File: config.mk
export PLATFORM = sky130hd
export DESIGN_NAME = pulse_counter_seven_segment_scan_unit_flat
export DESIGN_NICKNAME = d
export VERILOG_FILES = /design/src/sv/pscs_pkg.sv /design/src/sv/pscs_if.sv /design/src/sv/pscs_display.sv /design/src/sv/pulse_counter_seven_segment_scan_unit.sv /design/src/flat_wrapper.sv
export SDC_FILE = /design/constraint.sdc
export NUM_CORES = 1
export LEC_CHECK = 0
export BUFFER_PORTS_ARGS = -buffer_cell sky130_fd_sc_hd__buf_2
export CAP_MARGIN = 20
export CORE_ASPECT_RATIO = 1.5
export CORE_MARGIN = 8
export CORE_UTILIZATION = 35
export DETAILED_ROUTE_END_ITERATION = 7
export PLACE_DENSITY = 0.63
export REMOVE_ABC_BUFFERS = 1
export SYNTH_ARGS = -nofsm -noshare
export SYNTH_HDL_FRONTEND = slang
export SYNTH_SLANG_ARGS = --single-unit
File: constraint.sdc
create_clock -name clock -period 4.28 [get_ports clock]
set_input_delay 0.214 -clock clock [delete_from_list [all_inputs] [get_ports clock]]
set_output_delay 0.214 -clock clock [all_outputs]
set_load 0.01 [all_outputs]
File: src/sv/pscs_pkg.sv
`timescale 1ns / 1ps
// ----------------------------------------------------------------------------
// pscs_pkg
// Shared types, constants and the seven-segment decode for the pulse counter
// with multiplexed display scan.
// ----------------------------------------------------------------------------
package pscs_pkg;

   // Field widths
   localparam int CountWidth = 16;
   localparam int CsrIdxWidth = 8;
   localparam int CsrDataWidth = 16;
   localparam int BcdDigits = 4;

   typedef logic [CountWidth-1:0] count_type;
   typedef logic [3:0] bcd_digit_type;
   typedef logic [7:0] seg_type;
   typedef logic [3:0] enable_type;
   typedef logic [CsrIdxWidth-1:0] csr_idx_type;
   typedef logic [CsrDataWidth-1:0] csr_data_type;

   // Register indexes
   localparam csr_idx_type CSR_WINDOW_LOW = csr_idx_type'(0);
   localparam csr_idx_type CSR_WINDOW_HIGH = csr_idx_type'(1);

   // Reset values of the window registers
   localparam count_type WindowLowReset = count_type'(10);
   localparam count_type WindowHighReset = count_type'(20);

   // Count at and above which the display shows the overflow pattern
   localparam count_type OverflowLimit = count_type'(9999);
   localparam seg_type OverflowPattern = 8'hDC;
   localparam enable_type AllDigitsOff = 4'hF;

   // Control from the counter to the display scan
   typedef struct packed {
      logic advance;   // request moves into the result register
      logic bump;      // rising edge counted this request
      logic wrap;      // binary count wraps to zero
      logic over;      // updated count is in overflow
      logic tick;      // refresh one digit
   } disp_ctl_type;

   // Display values for the result register
   typedef struct packed {
      enable_type enable;
      seg_type segments;
   } disp_out_type;

   // Decimal digit to segments a..g in bits 0..6, dot off
   function automatic seg_type seg_pattern(bcd_digit_type digit);
      seg_type pat;
      case (digit)
         4'd0: pat = 8'h3F;
         4'd1: pat = 8'h06;
         4'd2: pat = 8'h5B;
         4'd3: pat = 8'h4F;
         4'd4: pat = 8'h66;
         4'd5: pat = 8'h6D;
         4'd6: pat = 8'h7D;
         4'd7: pat = 8'h07;
         4'd8: pat = 8'h7F;
         4'd9: pat = 8'h6F;
         default: pat = 8'h00;
      endcase
      return pat;
   endfunction

endpackage

File: src/sv/pscs_if.sv
`timescale 1ns / 1ps
// ----------------------------------------------------------------------------
// pscs channel interfaces
// Request, response and register write channels, valid/ready handshake.
// ----------------------------------------------------------------------------
interface pscs_req_if;
   logic valid;
   logic ready;
   logic pulse_level;
   logic scan_tick;

   modport source (output valid, output pulse_level, output scan_tick, input ready);
   modport sink (input valid, input pulse_level, input scan_tick, output ready);
endinterface

interface pscs_rsp_if;
   logic valid;
   logic ready;
   logic [3:0] digit_enable;
   logic [7:0] segments;
   logic in_window;
   logic overflow_flag;

   modport source (output valid, output digit_enable, output segments,
                   output in_window, output overflow_flag, input ready);
   modport sink (input valid, input digit_enable, input segments,
                 input in_window, input overflow_flag, output ready);
endinterface

interface pscs_csr_if;
   logic valid;
   logic ready;
   logic [7:0] index;
   logic [15:0] data;

   modport source (output valid, output index, output data, input ready);
   modport sink (input valid, input index, input data, output ready);
endinterface

File: src/sv/pscs_display.sv
`timescale 1ns / 1ps
// ----------------------------------------------------------------------------
// pscs_display
// Decimal shadow counter and digit scan: keeps a BCD copy of the count,
// steps the digit index on scan ticks and produces the next enable/segment values.
// ----------------------------------------------------------------------------
module pscs_display #(
   parameter int DIGITS = 4
) (
   input  logic                   clock,
   input  logic                   reset,
   input  pscs_pkg::disp_ctl_type ctl,
   output pscs_pkg::disp_out_type disp
);
   import pscs_pkg::*;

   localparam logic [1:0] LastPos = 2'(DIGITS - 1);

   bcd_digit_type bcd_ff [BcdDigits];
   bcd_digit_type bcd_in [BcdDigits];
   logic [1:0] idx_ff, idx_in;
   seg_type seg_ff, seg_in;
   enable_type en_ff, en_in;

   // BCD increment in step with the binary count; cleared when it wraps.
   // Valid for every count below the overflow limit.
   always_comb begin
      logic carry;
      carry = ctl.bump;
      for (int i = 0; i < BcdDigits; i++) begin
         if (ctl.wrap) begin
            bcd_in[i] = '0;
         end else if (carry && bcd_ff[i] == 4'd9) begin
            bcd_in[i] = '0;
         end else begin
            bcd_in[i] = bcd_ff[i] + {3'b000, carry};
            carry = 1'b0;
         end
      end
   end

   // Digit refresh on a scan tick, taken from the updated count
   always_comb begin
      idx_in = idx_ff;
      seg_in = seg_ff;
      en_in = en_ff;
      if (ctl.tick) begin
         en_in = enable_type'(~(4'b0001 << idx_ff));
         seg_in = ctl.over ? OverflowPattern : seg_pattern(bcd_in[idx_ff]);
         idx_in = (idx_ff == LastPos) ? 2'd0 : idx_ff + 2'd1;
      end
   end

   always_ff @(posedge clock) begin
      if (reset) begin
         idx_ff <= '0;
         seg_ff <= '0;
         en_ff <= AllDigitsOff;
         for (int i = 0; i < BcdDigits; i++) begin
            bcd_ff[i] <= '0;
         end
      end else if (ctl.advance) begin
         idx_ff <= idx_in;
         seg_ff <= seg_in;
         en_ff <= en_in;
         for (int i = 0; i < BcdDigits; i++) begin
            bcd_ff[i] <= bcd_in[i];
         end
      end
   end

   assign disp.enable = en_in;
   assign disp.segments = seg_in;

endmodule

File: src/sv/pulse_counter_seven_segment_scan_unit.sv
`timescale 1ns / 1ps
// ----------------------------------------------------------------------------
// pulse_counter_seven_segment_scan_unit
// Counts rising edges of a sampled pulse level, flags overflow and a count
// window, and scans a multiplexed seven-segment display one digit per tick.
//
//   channel  dir  fields                                          handshake
//   req_ch   in   pulse_level, scan_tick                          valid/ready
//   rsp_ch   out  digit_enable, segments, in_window, overflow_flag valid/ready
//   csr_ch   in   index (0 window_low, 1 window_high), data        valid/ready
//
// One request per cycle while responses are taken; requests pass the input
// register, then the result register. All work for a request is one
// combinational pass. Synchronous reset: count, edge history and digit index
// clear, all digits off, window 10..20. No clearing pass.
// A stalled response holds its register; the input register still takes one
// more request, then req ready drops until the response is taken.
// ----------------------------------------------------------------------------
module pulse_counter_seven_segment_scan_unit #(
   parameter int DIGITS = 4
) (
   input  logic              clock,
   input  logic              reset,
   pscs_req_if.sink          req_ch,
   pscs_rsp_if.source        rsp_ch,
   pscs_csr_if.sink          csr_ch
);
   import pscs_pkg::*;

   // Input register
   logic s0_valid_ff, s0_valid_in;
   logic s0_level_ff, s0_tick_ff;

   // Counter state and window registers
   count_type count_ff, count_in;
   logic last_level_ff;
   count_type win_low_ff, win_high_ff;

   // Result register
   logic out_valid_ff, out_valid_in;
   disp_out_type out_disp_ff;
   logic out_win_ff, out_over_ff;

   logic advance;
   logic rise;
   logic over;
   logic inwin;
   disp_ctl_type disp_ctl;
   disp_out_type disp_next;

   // Handshake
   assign advance = s0_valid_ff && (!out_valid_ff || rsp_ch.ready);
   assign req_ch.ready = !s0_valid_ff || advance;
   assign s0_valid_in = (req_ch.valid && req_ch.ready) || (s0_valid_ff && !advance);
   assign out_valid_in = advance || (out_valid_ff && !rsp_ch.ready);
   assign csr_ch.ready = 1'b1;

   // Edge detect, count update and flags on the updated count
   assign rise = s0_level_ff && !last_level_ff;
   assign count_in = count_ff + count_type'(rise);
   assign over = count_in >= OverflowLimit;
   assign inwin = (count_in >= win_low_ff) && (count_in <= win_high_ff);

   assign disp_ctl.advance = advance;
   assign disp_ctl.bump = rise;
   assign disp_ctl.wrap = rise && (count_ff == '1);
   assign disp_ctl.over = over;
   assign disp_ctl.tick = s0_tick_ff;

   pscs_display #(
      .DIGITS (DIGITS)
   ) u_display (
      .clock (clock),
      .reset (reset),
      .ctl   (disp_ctl),
      .disp  (disp_next)
   );

   // Control and counter state
   always_ff @(posedge clock) begin
      if (reset) begin
         s0_valid_ff <= 1'b0;
         out_valid_ff <= 1'b0;
         count_ff <= '0;
         last_level_ff <= 1'b0;
      end else begin
         s0_valid_ff <= s0_valid_in;
         out_valid_ff <= out_valid_in;
         if (advance) begin
            count_ff <= count_in;
            last_level_ff <= s0_level_ff;
         end
      end
   end

   // Window registers
   always_ff @(posedge clock) begin
      if (reset) begin
         win_low_ff <= WindowLowReset;
         win_high_ff <= WindowHighReset;
      end else if (csr_ch.valid && csr_ch.ready) begin
         unique case (csr_ch.index)
            CSR_WINDOW_LOW:  win_low_ff <= count_type'(csr_ch.data);
            CSR_WINDOW_HIGH: win_high_ff <= count_type'(csr_ch.data);
            default: ;
         endcase
      end
   end

   // Payload registers
   always_ff @(posedge clock) begin
      if (req_ch.valid && req_ch.ready) begin
         s0_level_ff <= req_ch.pulse_level;
         s0_tick_ff <= req_ch.scan_tick;
      end
      if (advance) begin
         out_disp_ff <= disp_next;
         out_win_ff <= inwin;
         out_over_ff <= over;
      end
   end

   assign rsp_ch.valid = out_valid_ff;
   assign rsp_ch.digit_enable = out_disp_ff.enable;
   assign rsp_ch.segments = out_disp_ff.segments;
   assign rsp_ch.in_window = out_win_ff;
   assign rsp_ch.overflow_flag = out_over_ff;

endmodule
File: src/flat_wrapper.sv
// flat-port wrapper written by rule: the top's interface ports become plain ports
module pulse_counter_seven_segment_scan_unit_flat import pscs_pkg::*;
#(
   parameter int DIGITS = 4
)
  (clock, reset, req_ch_valid, req_ch_pulse_level, req_ch_scan_tick, req_ch_ready, rsp_ch_valid, rsp_ch_digit_enable, rsp_ch_segments, rsp_ch_in_window, rsp_ch_overflow_flag, rsp_ch_ready, csr_ch_valid, csr_ch_index, csr_ch_data, csr_ch_ready);
  pscs_req_if req_ch_i ();
  pscs_rsp_if rsp_ch_i ();
  pscs_csr_if csr_ch_i ();
  input  logic clock;
  input  logic reset;
  input wire logic [$bits(req_ch_i.valid)-1:0] req_ch_valid;
  input wire logic [$bits(req_ch_i.pulse_level)-1:0] req_ch_pulse_level;
  input wire logic [$bits(req_ch_i.scan_tick)-1:0] req_ch_scan_tick;
  output wire logic [$bits(req_ch_i.ready)-1:0] req_ch_ready;
  output wire logic [$bits(rsp_ch_i.valid)-1:0] rsp_ch_valid;
  output wire logic [$bits(rsp_ch_i.digit_enable)-1:0] rsp_ch_digit_enable;
  output wire logic [$bits(rsp_ch_i.segments)-1:0] rsp_ch_segments;
  output wire logic [$bits(rsp_ch_i.in_window)-1:0] rsp_ch_in_window;
  output wire logic [$bits(rsp_ch_i.overflow_flag)-1:0] rsp_ch_overflow_flag;
  input wire logic [$bits(rsp_ch_i.ready)-1:0] rsp_ch_ready;
  input wire logic [$bits(csr_ch_i.valid)-1:0] csr_ch_valid;
  input wire logic [$bits(csr_ch_i.index)-1:0] csr_ch_index;
  input wire logic [$bits(csr_ch_i.data)-1:0] csr_ch_data;
  output wire logic [$bits(csr_ch_i.ready)-1:0] csr_ch_ready;
  assign req_ch_i.valid = req_ch_valid;
  assign req_ch_i.pulse_level = req_ch_pulse_level;
  assign req_ch_i.scan_tick = req_ch_scan_tick;
  assign req_ch_ready = req_ch_i.ready;
  assign rsp_ch_valid = rsp_ch_i.valid;
  assign rsp_ch_digit_enable = rsp_ch_i.digit_enable;
  assign rsp_ch_segments = rsp_ch_i.segments;
  assign rsp_ch_in_window = rsp_ch_i.in_window;
  assign rsp_ch_overflow_flag = rsp_ch_i.overflow_flag;
  assign rsp_ch_i.ready = rsp_ch_ready;
  assign csr_ch_i.valid = csr_ch_valid;
  assign csr_ch_i.index = csr_ch_index;
  assign csr_ch_i.data = csr_ch_data;
  assign csr_ch_ready = csr_ch_i.ready;
  pulse_counter_seven_segment_scan_unit #(.DIGITS(DIGITS)) u_core (.clock(clock), .reset(reset), .req_ch(req_ch_i), .rsp_ch(rsp_ch_i), .csr_ch(csr_ch_i));
endmodule
# == Word-level counts from Yosys, hierarchy flattened ==
# Memories as Yosys holds them, arrays and structs flattened.
# Index checks and enable logic that the tools add are counted.
# classes
bitwise,6
n_eq_ne,7
shift,1
n_reduce_logical,24
magnitude_cmp,4
muxes,30
add_sub_neg,6
# op_table
cell,n
two-way mux 4 bit,15
adder 16 x 1 -> 16 bit,1
adder 4 x 1 -> 4 bit,4
equality test 16 bit (second input constant),1
equality test 4 bit (second input constant),4
greater-or-equal comparator 16 x 14 -> 1 bit (second input constant),1
greater-or-equal comparator 16 bit,1
less-or-equal comparator 16 bit,1
two-way mux 8 bit,2
logical AND 1 bit,11
two-way mux 1 bit,11
binary-select mux 4 bit (select 2 bit),1
equality test 8 x 1 -> 1 bit (second input constant),1
zero test 8 bit,1
AND reduction 2 bit,3
zero test 1 bit,5
logical OR 1 bit,4
inverter 4 bit,1
OR 1 bit,4
left shift 1 x 2 -> 4 bit (first input constant),1
greater-or-equal comparator 3 bit (second input constant),1
inverter 2 -> 3 bit,1
adder 2 x 1 -> 2 bit (second input constant),1
equality test 2 bit (second input constant),1
two-way mux 2 bit,1
# word_totals
out_inout_bits,17
ramBits,16
regBits,81
input_bits,31
elab_cells,95
rom_bits,112
mem_count,2
# memory_table
name,depth,word_bits,read_ports,rd_ports_with_merged_regs,wr,line_no,source
(no name shown),16,7,1,0,0,pscs_pkg.sv:53,case (digit)
u_core.u_display.bcd_ff,4,4,4,0,4,pscs_display.sv:19,bcd_digit_type bcd_ff [BcdDigits];

# == Longest topological paths before layout ==
# Gate-level depths: netlist (run 1).
# An unclocked memory read counts as a cell.
# depth
ltp_word,20
ltp_mapped,18
ltp_nobuf,16

# == Hierarchy ==
# Synthesis (run 1) repeated with hierarchy kept, for this count alone.
# unflattened
hier_cells,619
area_unflattened_um2,5816.8
# modules_own_cells
module,cells_per_inst,instances,seq_area_each_um2,area_per_inst_um2
pulse_counter_seven_segment_scan_unit,398,1,1501.4,3749.8
pscs_display,221,1,760.7,2067.0

# == Least setup slack after synthesis (run 1) ==
# Ideal clock, no wire load.
# synth_timing
path_kind,reg2reg
start,register u_core.count_ff[12]
end,"register u_core.out_disp_ff, in the netlist u_core.rsp_ch.segments[5] (data pin)"
slack_ns,0.718
setup_ns,0.254
t_arrival_ns,3.308
n_path_buf,2
path_stages_with_launch,19
cell_sequence,dfxtp_1 > buf_6 > and3_4 > and3_4 > and3_4 > buf_6 > a21oi_1 > inv_1 > ha_1 > ha_1 > nand3_1 > a31o_2 > nor2_1 > inv_1 > ha_1 > and2_2 > o21ai_0 > a211oi_1 > a21o_1
# synth_rtl
element,line_no,source
"start, declared",pulse_counter_seven_segment_scan_unit.sv:35,"count_type count_ff, count_in;"
"start signal, assigned",pulse_counter_seven_segment_scan_unit.sv:90,count_ff <= count_in;
"end signal, assigned",pulse_counter_seven_segment_scan_unit.sv:117,out_disp_ff <= disp_next;
"end, declared",pulse_counter_seven_segment_scan_unit.sv:41,disp_out_type out_disp_ff;

==> metrics.cfg, run 1 <==
[synthesis]
synth-edff-count = 32
synth.most_common_cell = nor2_1
synth_top_area_share_pct = 22.6
ys_warn_count = 0
synth_common_cells = 97 x nor2_1, 65 x dfxtp_1, 52 x ha_1
ys.flop_type = dfxtp_1
yosys.cell_types.count = 64
synth_seq_area_share_pct = 39.2
avgSynthCellArea_um2 = 9.12
synth-async-reset-ratio_pct = 0
synth_seq_cells = 97
syn_area_um2 = 5770
syn_inst = 632
yosys.area.top_type = dfxtp_1
synth.area.top_cells = dfxtp_1 23%, edfxtp_1 17%, ha_1 11%, nor2_1 6.3%, mux2i_1 5.2%

[timing]
clock_skew_ps = 7.45
hold_viol = 0
slew_violations = 0
setup_ws_ps = 483
min_period_ps = 3800
hold_ws_ps = 41.2
setup_tns_ps = 0
tightestPinTransition_ps = 1070
rsz0062_at_grt = false
max_freq_ghz = 0.263
max_slew_margin_pct = 28.5
setup_violations = 0
min_period_over_period_pct = 88.7

[grt]
first_global_vias = 4602
grt_usage_pct = 12.3
grt-ovfl-total = 0
antenna_found_initial = 1
grt_start_max_net_pins = 51
grt_pass1_wl_um = 21100

[power]
p_sw_w = 0.000462
power_frac_comb_pct = 9.9
p_per_area_nw_per_um2 = 298
switching_share_pct = 24.2
power.share.clock_pct = 38.0
internal-power_w = 0.00145
ir_drop_uv = 157
leakage_nw = 2.80
pwr-share-seq_pct = 52.1

[clock_network]
cts_tree = yes
cts_resized = 0
cts_htree_levels = 3
cts_buffer_depth = 2
ctsHoldBuffers = 0
cts_setup_buffers = 0
clk_latency_ps = 350
cts_made_buffers = 9
cts.sinks = 97
cts-root-buf = clkbuf_16
clkTransAtPathRegs_ps = 60

[critical_path]
worstPathRequired_ps = 4380
start_kind = flop
crit_buf_inv = 2
arrival_ps = 3900
path_cells = nand4_2, nor3_1, and3_4, nor2_1, inv_1, ha_1, ha_1, a311oi_1, a31o_2, nor2_1, inv_1, ha_1, and2_2, o21ai_0, a211oi_1, a21o_1
cp-end-kind = flop
slowest_stage = dfxtp_1
crit_top_cell = ha_1
cp_max_fo = 9
cpPeakStageDelay_ps = 510
critPathTopFamily = simple AND/OR/NAND/NOR gates
critPathKind = reg2reg

[final_layout]
seq_area_um2 = 2260
drive_above_1_share_pct = 12.8
syn2layout_area_growth_pct = 11.3
nFillCells = 1639
diodes = 0
nNetsFinal = 749
multiInputGateArea_um2 = 3160

[worst_hold_path]
hold_class = in2reg

[routing]
drt_iter0_markers = 142
avgRoutedWirePerCell_um = 14.3
drtAntennaViolNets = 0
vias_per_cell = 5.00
vias = 4389
dr.pass1.iters = 4
drt-total-wl_um = 12500
post-route-drc-count = 0

[die]
num_rows = 57
dieArea_um2 = 20900
ios = 48
die_h_um = 173
fp.dieW_um = 121
coreArea_um2 = 16200
initial_core_util_pct = 35.6

[place]
detailed_place_hpwl_um = 9500
place.gp.congestion = 0.819
post-place-ws_ps = 462
io_buffer_count = 46

[run_status]
status = finished, final reports clean

[flow_run]
drv_cap = 0

[flip-flops by register name, indices dropped and copies added, names as in the netlist, 2 cells and up]
name / cells
u_core.rsp_ch.digit_enable: 4
u_core.u_display.seg_ff: 8
u_core.win_low_ff: 16
u_core.count_ff: 16
u_core.u_display.bcd_ff: 16
u_core.u_display.idx_ff: 2
u_core.u_display.en_ff: 4
u_core.rsp_ch.segments: 8
u_core.win_high_ff: 16
[per-stage QoR]
| step | util [%] | power [W] | std cells | instance area [um2] |
|---|---|---|---|---|
| 2_1_floorplan | - | 0.00113 | 601 | 5600 |
| 3_3_place_gp | 38.0 | 0.00121 | 860 | 6150 |
| 3_5_place_dp | 38.0 | 0.00121 | 860 | 6150 |
| 4_1_cts | 39.5 | 0.00194 | 876 | 6400 |
| 5_1_grt | 39.6 | 0.00200 | 877 | 6410 |
| 6_report | 39.6 | 0.00191 | 877 | 6410 |
[cell families after synthesis]
| logic type | count (synthesis) | share of synthesized area, % |
|---|---|---|
| buffers and inverters | 79 | 5.92 |
| other | 1 | 0.0650 |
| AOI/OAI and AO/OA | 114 | 13.5 |
| muxes | 30 | 5.21 |
| DFF | 97 | 39.2 |
| adders and majority gates | 52 | 11.3 |
| xor gates and xnor gates | 33 | 5.01 |
| and+or+nand+nor | 226 | 19.8 |
[final timing paths]
check | start | end | slack [ps] | cells past startpoint
worst min register to register | u_core.u_display.seg_ff[0] | u_core.u_display.seg_ff[0] | 450 | 2
worst min-delay path | req_ch_scan_tick | u_core.s0_tick_ff | 40 | 1
worst max register to register | u_core.count_ff[5] | u_core.rsp_ch.segments[5] | 480 | 16
worst max-delay path | u_core.count_ff[5] | u_core.rsp_ch.segments[5] | 480 | 16
[layout make-up]
class,count,area share [%]
Multi-Input combinational cell,456,49.3
Sequential cell,97,35.3
Timing Repair Buffer,54,4.64
Tap cell,206,4.02
Clock buffer,15,3.86
Inverter,48,2.81
Clock inverter,1,0.0780
[power groups by stage]
| stage | Clock, W | Sequential, W | Combinational, W |
|---|---|---|---|
| after global routing | 0.000784 | 0.000999 | 0.000214 |
| after floorplan | 0 | 0.00102 | 0.000115 |
| after detailed placement | 0 | 0.00102 | 0.000192 |
| after CTS | 0.000748 | 0.000996 | 0.000194 |
| after global placement | 0 | 0.00102 | 0.000191 |
| final | 0.000726 | 0.000996 | 0.000190 |
[layout by cell type (no fill, tap or decap), drive strengths merged, types with 4 or more instances in the layout]
cell	count
edfxtp	32
nor2	97
clkbuf	15
and3	15
dfxtp	65
nand2b	6
a211oi	7
xnor2	15
buf	54
nand4	11
nor2b	6
a21o	12
or3	7
o21bai	4
nand3	20
nor4	4
mux2i	30
o21a	4
o21ai	22
ha	52
nor3	9
and2	5
a311o	4
a211o	6
inv	46
a21oi	33
nand2	35
xor2	18
[per-layer routing]
metal	track usage, %	vias to the layer above	share of wire (%)
li1	-	2278	-
met1	12.7	2043	42
met2	23.8	54	54
met3	2.74	12	2.9
met4	3.61	2	1.1
met5	0	-	0.10
(Power assumes the default switching activity.)
==> run 2, diff against run 1 <==
--- a/config.mk
+++ b/config.mk
@@ -9,9 +9,9 @@
 export CAP_MARGIN = 20
 export CORE_ASPECT_RATIO = 1.5
 export CORE_MARGIN = 8
-export CORE_UTILIZATION = 35
+export CORE_UTILIZATION = 55
 export DETAILED_ROUTE_END_ITERATION = 7
-export PLACE_DENSITY = 0.63
+export PLACE_DENSITY = 0.89
 export REMOVE_ABC_BUFFERS = 1
 export SYNTH_ARGS = -nofsm -noshare
 export SYNTH_HDL_FRONTEND = slang
==> constraint.sdc (replaced) <==
create_clock -name clock -period 3.3 [get_ports clock]
set_input_delay 0.165 -clock clock [delete_from_list [all_inputs] [get_ports clock]]
set_output_delay 0.165 -clock clock [all_outputs]
set_load 0.01 [all_outputs]
==> metrics.cfg, run 2 (same netlist as run 1, synthesis figures left out) <==
[run_status]
status = finished, final reports clean

[final_layout]
final_util_pct = 66.6
nNetsFinal = 795
final_cells = 861
final_area_um2 = 6930
diodes = 0
nFillCells = 790
syn2layout_area_growth_pct = 20.3
multiInputGateArea_um2 = 3330
seq_area_um2 = 2270
drive_above_1_share_pct = 22.9
final_cell_mix = 92 x nor2_1, 64 x dfxtp_1, 53 x buf_4
layout_commonest_cell = nor2_1

[critical_path]
cp-end-kind = flop
cp_max_fo = 6
worstPathRequired_ps = 3410
critPathKind = reg2reg
startpoint = u_core.last_level_ff
crit-reg2reg-launch = u_core.last_level_ff
arrival_ps = 3330
start_kind = flop

[timing]
setup_violations = 0
max_freq_ghz = 0.310
max_slew_margin_pct = 49.1
tightestPinTransition_ps = 763
hold_viol = 0
clock_skew_ps = 6.27
hold_ws_ps = 22.6
min_period_over_period_pct = 97.7
min_period_ps = 3220
slew_violations = 0

[routing]
drtAntennaViolNets = 0
vias = 4886
dr.pass1.iters = 5
drt_iter0_markers = 260
drt-total-wl_um = 13600
vias_per_cell = 5.67
avgRoutedWirePerCell_um = 15.8
post-route-drc-count = 0

[worst_hold_path]
hold_class = in2reg
min_from = req_ch_pulse_level

[power]
leakage_nw = 3.09
ir_drop_uv = 272
total_power_w = 0.00279
p_per_area_nw_per_um2 = 402

[grt]
use_met2_pct = 37.0
use_met3_pct = 4.02
grt-ovfl-total = 0
grt_start_max_net_pins = 54
antenna_found_initial = 0
globalRouteMet1Util_pct = 18.3
grt_usage_pct = 19.1
grt_pass1_wl_um = 21900
grt-busiest-layer = met2
first_global_vias = 5039

[clock_network]
cts_htree_levels = 3
cts-root-buf = clkbuf_16
clkTransAtPathRegs_ps = 70
cts_buffer_depth = 2
clk_latency_ps = 350
cts_tree = yes
cts_made_buffers = 9
cts.sinks = 97

[die]
initial_core_util_pct = 55.3
ios = 48
die_h_um = 141
coreArea_um2 = 10400
dieArea_um2 = 14100
fp.dieW_um = 99.6
num_rows = 46

[place]
detailed_place_hpwl_um = 9860
place.gp.congestion = 0.886
dp_cells = 834
place_area_um2 = 6340
io_buffer_count = 46

[flow_run]
drv_cap = 0

run 2: routing by layer:
metal / up-vias / wire length (um) / share of wire, %
met4: 0 / 468 / 3.4
li1: 2373 / - / -
met1: 2333 / 5120 / 38
met2: 139 / 7500 / 55
met5: - / 0 / 0
met3: 41 / 524 / 3.9
run 2: worst paths after layout:
| check | endpoint | slack, ps | cells past startpoint |
|---|---|---|---|
| max reg2reg | u_core.rsp_ch.segments[2] | 80 | 14 |
| min | u_core.s0_level_ff | 20 | 1 |
| max | u_core.rsp_ch.segments[2] | 80 | 14 |
| min reg2reg | u_core.win_high_ff[4] | 460 | 1 |
run 2: what timing repair did:
| item | CTS | global route |
|---|---|---|
| setup endpoints to repair | 7 | 15 |
| pin swaps | 0 | 11 |
| hold buffers | 1 | 0 |
| setup buffers | 0 | 10 |
| resized for setup | 7 | 32 |
| hold endpoints to repair | 1 | 0 |
run 2: cell type report:
type	count	share of cell area (%)
clock buffers	10	3.30
well taps	144	2.60
repair buffers	100	9.20
flip-flops and latches	97	32.7
clock inverters	6	1.66
inverters	48	2.60
multi-input cells	456	48.0
run 2: through the flow:
step / setup slack (ps) / TNS [ps]
2_1_floorplan: -155 / -239
3_3_place_gp: 3.77 / 0
3_5_place_dp: -90.2 / -153
4_1_cts: 2.78 / 0
5_1_grt: -29.8 / -64.7
6_report: 76.4 / 0
run 2: where the power goes:
part           internal, W  switching (W)  total, W
Sequential         0.00127      0.0000221   0.00129
Clock             0.000745       0.000457   0.00120
Combinational     0.000127       0.000164  0.000292
Total              0.00214       0.000643   0.00279
run 2: worst max-delay path, stage by stage (launching register included):
cell and delay (ps):
dfxtp_4 360, nand4b_1 220, nor3_4 250, and3_4 260, nor2_2 60, inv_2 60
ha_4 140, ha_4 130, xor2_2 190, a311oi_2 180, a311o_4 420, nand4b_4 90
or3b_4 410, a21oi_2 150, nor2_1 60
==> run 3, diff against run 2 <==
--- a/config.mk
+++ b/config.mk
@@ -9,9 +9,9 @@
 export CAP_MARGIN = 20
 export CORE_ASPECT_RATIO = 1.5
 export CORE_MARGIN = 8
-export CORE_UTILIZATION = 55
+export CORE_UTILIZATION = 60
 export DETAILED_ROUTE_END_ITERATION = 7
-export PLACE_DENSITY = 0.89
+export PLACE_DENSITY = 0.92
 export REMOVE_ABC_BUFFERS = 1
 export SYNTH_ARGS = -nofsm -noshare
 export SYNTH_HDL_FRONTEND = slang
==> constraint.sdc (replaced) <==
create_clock -name clock -period 3.6 [get_ports clock]
set_input_delay 0.18 -clock clock [delete_from_list [all_inputs] [get_ports clock]]
set_output_delay 0.18 -clock clock [all_outputs]
set_load 0.01 [all_outputs]
==> metrics.cfg, run 3 (same netlist as run 1, synthesis figures left out) <==
[run_status]
status = finished, final reports clean

[routing]
vias = 4859
dr.pass1.iters = 5
avgRoutedWirePerCell_um = 16.9
post-route-drc-count = 0
vias_per_cell = 6.03
drtAntennaViolNets = 0
drt_iter0_markers = 229
drt-total-wl_um = 13600

[clock_network]
cts_tree = yes
ctsHoldBuffers = 0
clkTransAtPathRegs_ps = 70
cts_made_buffers = 9
clk_latency_ps = 350
cts_buffer_depth = 2
cts.sinks = 97
cts-root-buf = clkbuf_16
cts_htree_levels = 3

[die]
initial_core_util_pct = 60.5
dieArea_um2 = 13100
num_rows = 44
coreArea_um2 = 9520
ios = 48
fp.dieW_um = 96.0
die_h_um = 136

[power]
ir_drop_uv = 304
p_per_area_nw_per_um2 = 355
leakage_nw = 2.91

[final_layout]
drive_above_1_share_pct = 17.1
final_util_pct = 68.4
layout_commonest_cell = nor2_1
final_cell_mix = 94 x nor2_1, 65 x dfxtp_1, 50 x ha_1
seq_area_um2 = 2260
final_area_um2 = 6510
syn2layout_area_growth_pct = 12.9
nFillCells = 707
multiInputGateArea_um2 = 3210
nNetsFinal = 769
diodes = 0

[critical_path]
path_cells = nor2b_1, buf_4, and2_1, a21oi_4, inv_1, ha_1, ha_1, xnor2_1, nor2_1, nand2_1, a311o_4, nand4b_4, or3b_4, a21oi_2, nor2_1
crit_buf_inv = 2
cpPeakStageDelay_ps = 420
worstRegToRegCells = 15
crit-reg2reg-launch = u_core.s0_level_ff
cp_max_fo = 7
critPathTopFamily = simple AND/OR/NAND/NOR gates
critPathKind = reg2reg
regToRegSetupSlack_ps = 210
start_kind = flop
worstPathRequired_ps = 3700
worstReg2RegEnd = u_core.rsp_ch.segments[2]
arrival_ps = 3480
cp-end-kind = flop
slowest_stage = edfxtp_1

[grt]
grt_start_max_net_pins = 38
grt-ovfl-total = 0
first_global_vias = 4986
grt_pass1_wl_um = 22700
antenna_found_initial = 0
grt_usage_pct = 21.8

[timing]
hold_viol = 0
setup_violations = 0
min_period_over_period_pct = 94.1
setup_tns_ps = 0
min_period_ps = 3390
tightestPinTransition_ps = 1050
max_slew_margin_pct = 30.0
clock_skew_ps = 8.80
max_freq_ghz = 0.295
slew_violations = 0
rsz0062_at_grt = false

[worst_hold_path]
whs_path_depth = 1
min_from = req_ch_scan_tick
hold_class = in2reg
hold_end = u_core.s0_tick_ff

[place]
place_area_um2 = 6180
detailed_place_hpwl_um = 10200
place.gp.congestion = 0.934
io_buffer_count = 46

[flow_run]
drv_cap = 0

[run 3: cell count changes in the layout (fill, tap and decap cells not counted), moves of 3 or more]
cell	before	now
bufinv_16	3	0
buf_4	53	27
ha_1	46	50
nor2_2	5	2
ha_4	4	0
[run 3: how the worst max path moves through the flow]
stage	from	to	slack, ps	depth (start not counted)
detailed placement	u_core.s0_level_ff	u_core.rsp_ch.segments[5]	160	16
global placement	u_core.u_display.bcd_ff[0][10]	u_core.rsp_ch.segments[6]	290	11
floorplan	u_core.count_ff[12]	u_core.rsp_ch.segments[5]	140	16
global route	u_core.s0_level_ff	u_core.rsp_ch.in_window	2	15
CTS	u_core.s0_level_ff	u_core.rsp_ch.segments[5]	140	16
finish	u_core.s0_level_ff	u_core.rsp_ch.segments[2]	210	15
[run 3: layout make-up]
class / instances / share of cell area (%)
Tap cell: 115 / 2.21
Sequential cell: 97 / 34.7
Multi-Input combinational cell: 456 / 49.3
Inverter: 48 / 2.77
Clock inverter: 5 / 0.519
Timing Repair Buffer: 74 / 6.88
Clock buffer: 11 / 3.57
[run 3: per-layer routing]
| metal | vias to the layer above | part of all wire [%] | track usage (%) | wire, um |
|---|---|---|---|---|
| met5 | - | 0 | 0 | 0 |
| met4 | 0 | 4.1 | 11.3 | 557 |
| met3 | 50 | 4.5 | 3.48 | 609 |
| met2 | 162 | 54 | 40.0 | 7350 |
| met1 | 2314 | 38 | 22.5 | 5130 |
| li1 | 2333 | - | - | - |
[run 3: what timing repair did]
action	in CTS	in global routing
setup endpoints to repair	0	12
buffers inserted	0	0
resized for setup	0	12
[run 3: worst register-to-register path, stage by stage (launching register included)]
cell and delay [ps]:
edfxtp_1 420, nor2b_1 180, buf_4 160, and2_1 200
a21oi_4 200, inv_1 60, ha_1 200, ha_1 200
xnor2_1 150, nor2_1 90, nand2_1 90, a311o_4 420
nand4b_4 100, or3b_4 410, a21oi_2 160, nor2_1 70
[run 3: per-stage QoR]
stage	total power, W	cells	hold slack, ps	worst slack (ps)
after global placement	0.00143	789	357	291
after floorplan	0.00135	601	249	145
after global routing	0.00239	806	10.7	2.36
after detailed placement	0.00145	789	360	160
final	0.00231	806	9.13	213
after CTS	0.00231	805	3.21	141
[run 3: power breakdown]
group | leakage, nW | internal, W | switching (W)
combinational | 1.95 | 0.0000986 | 0.000149
sequential | 0.839 | 0.00116 | 0.0000205
clock | 0.126 | 0.000468 | 0.000411
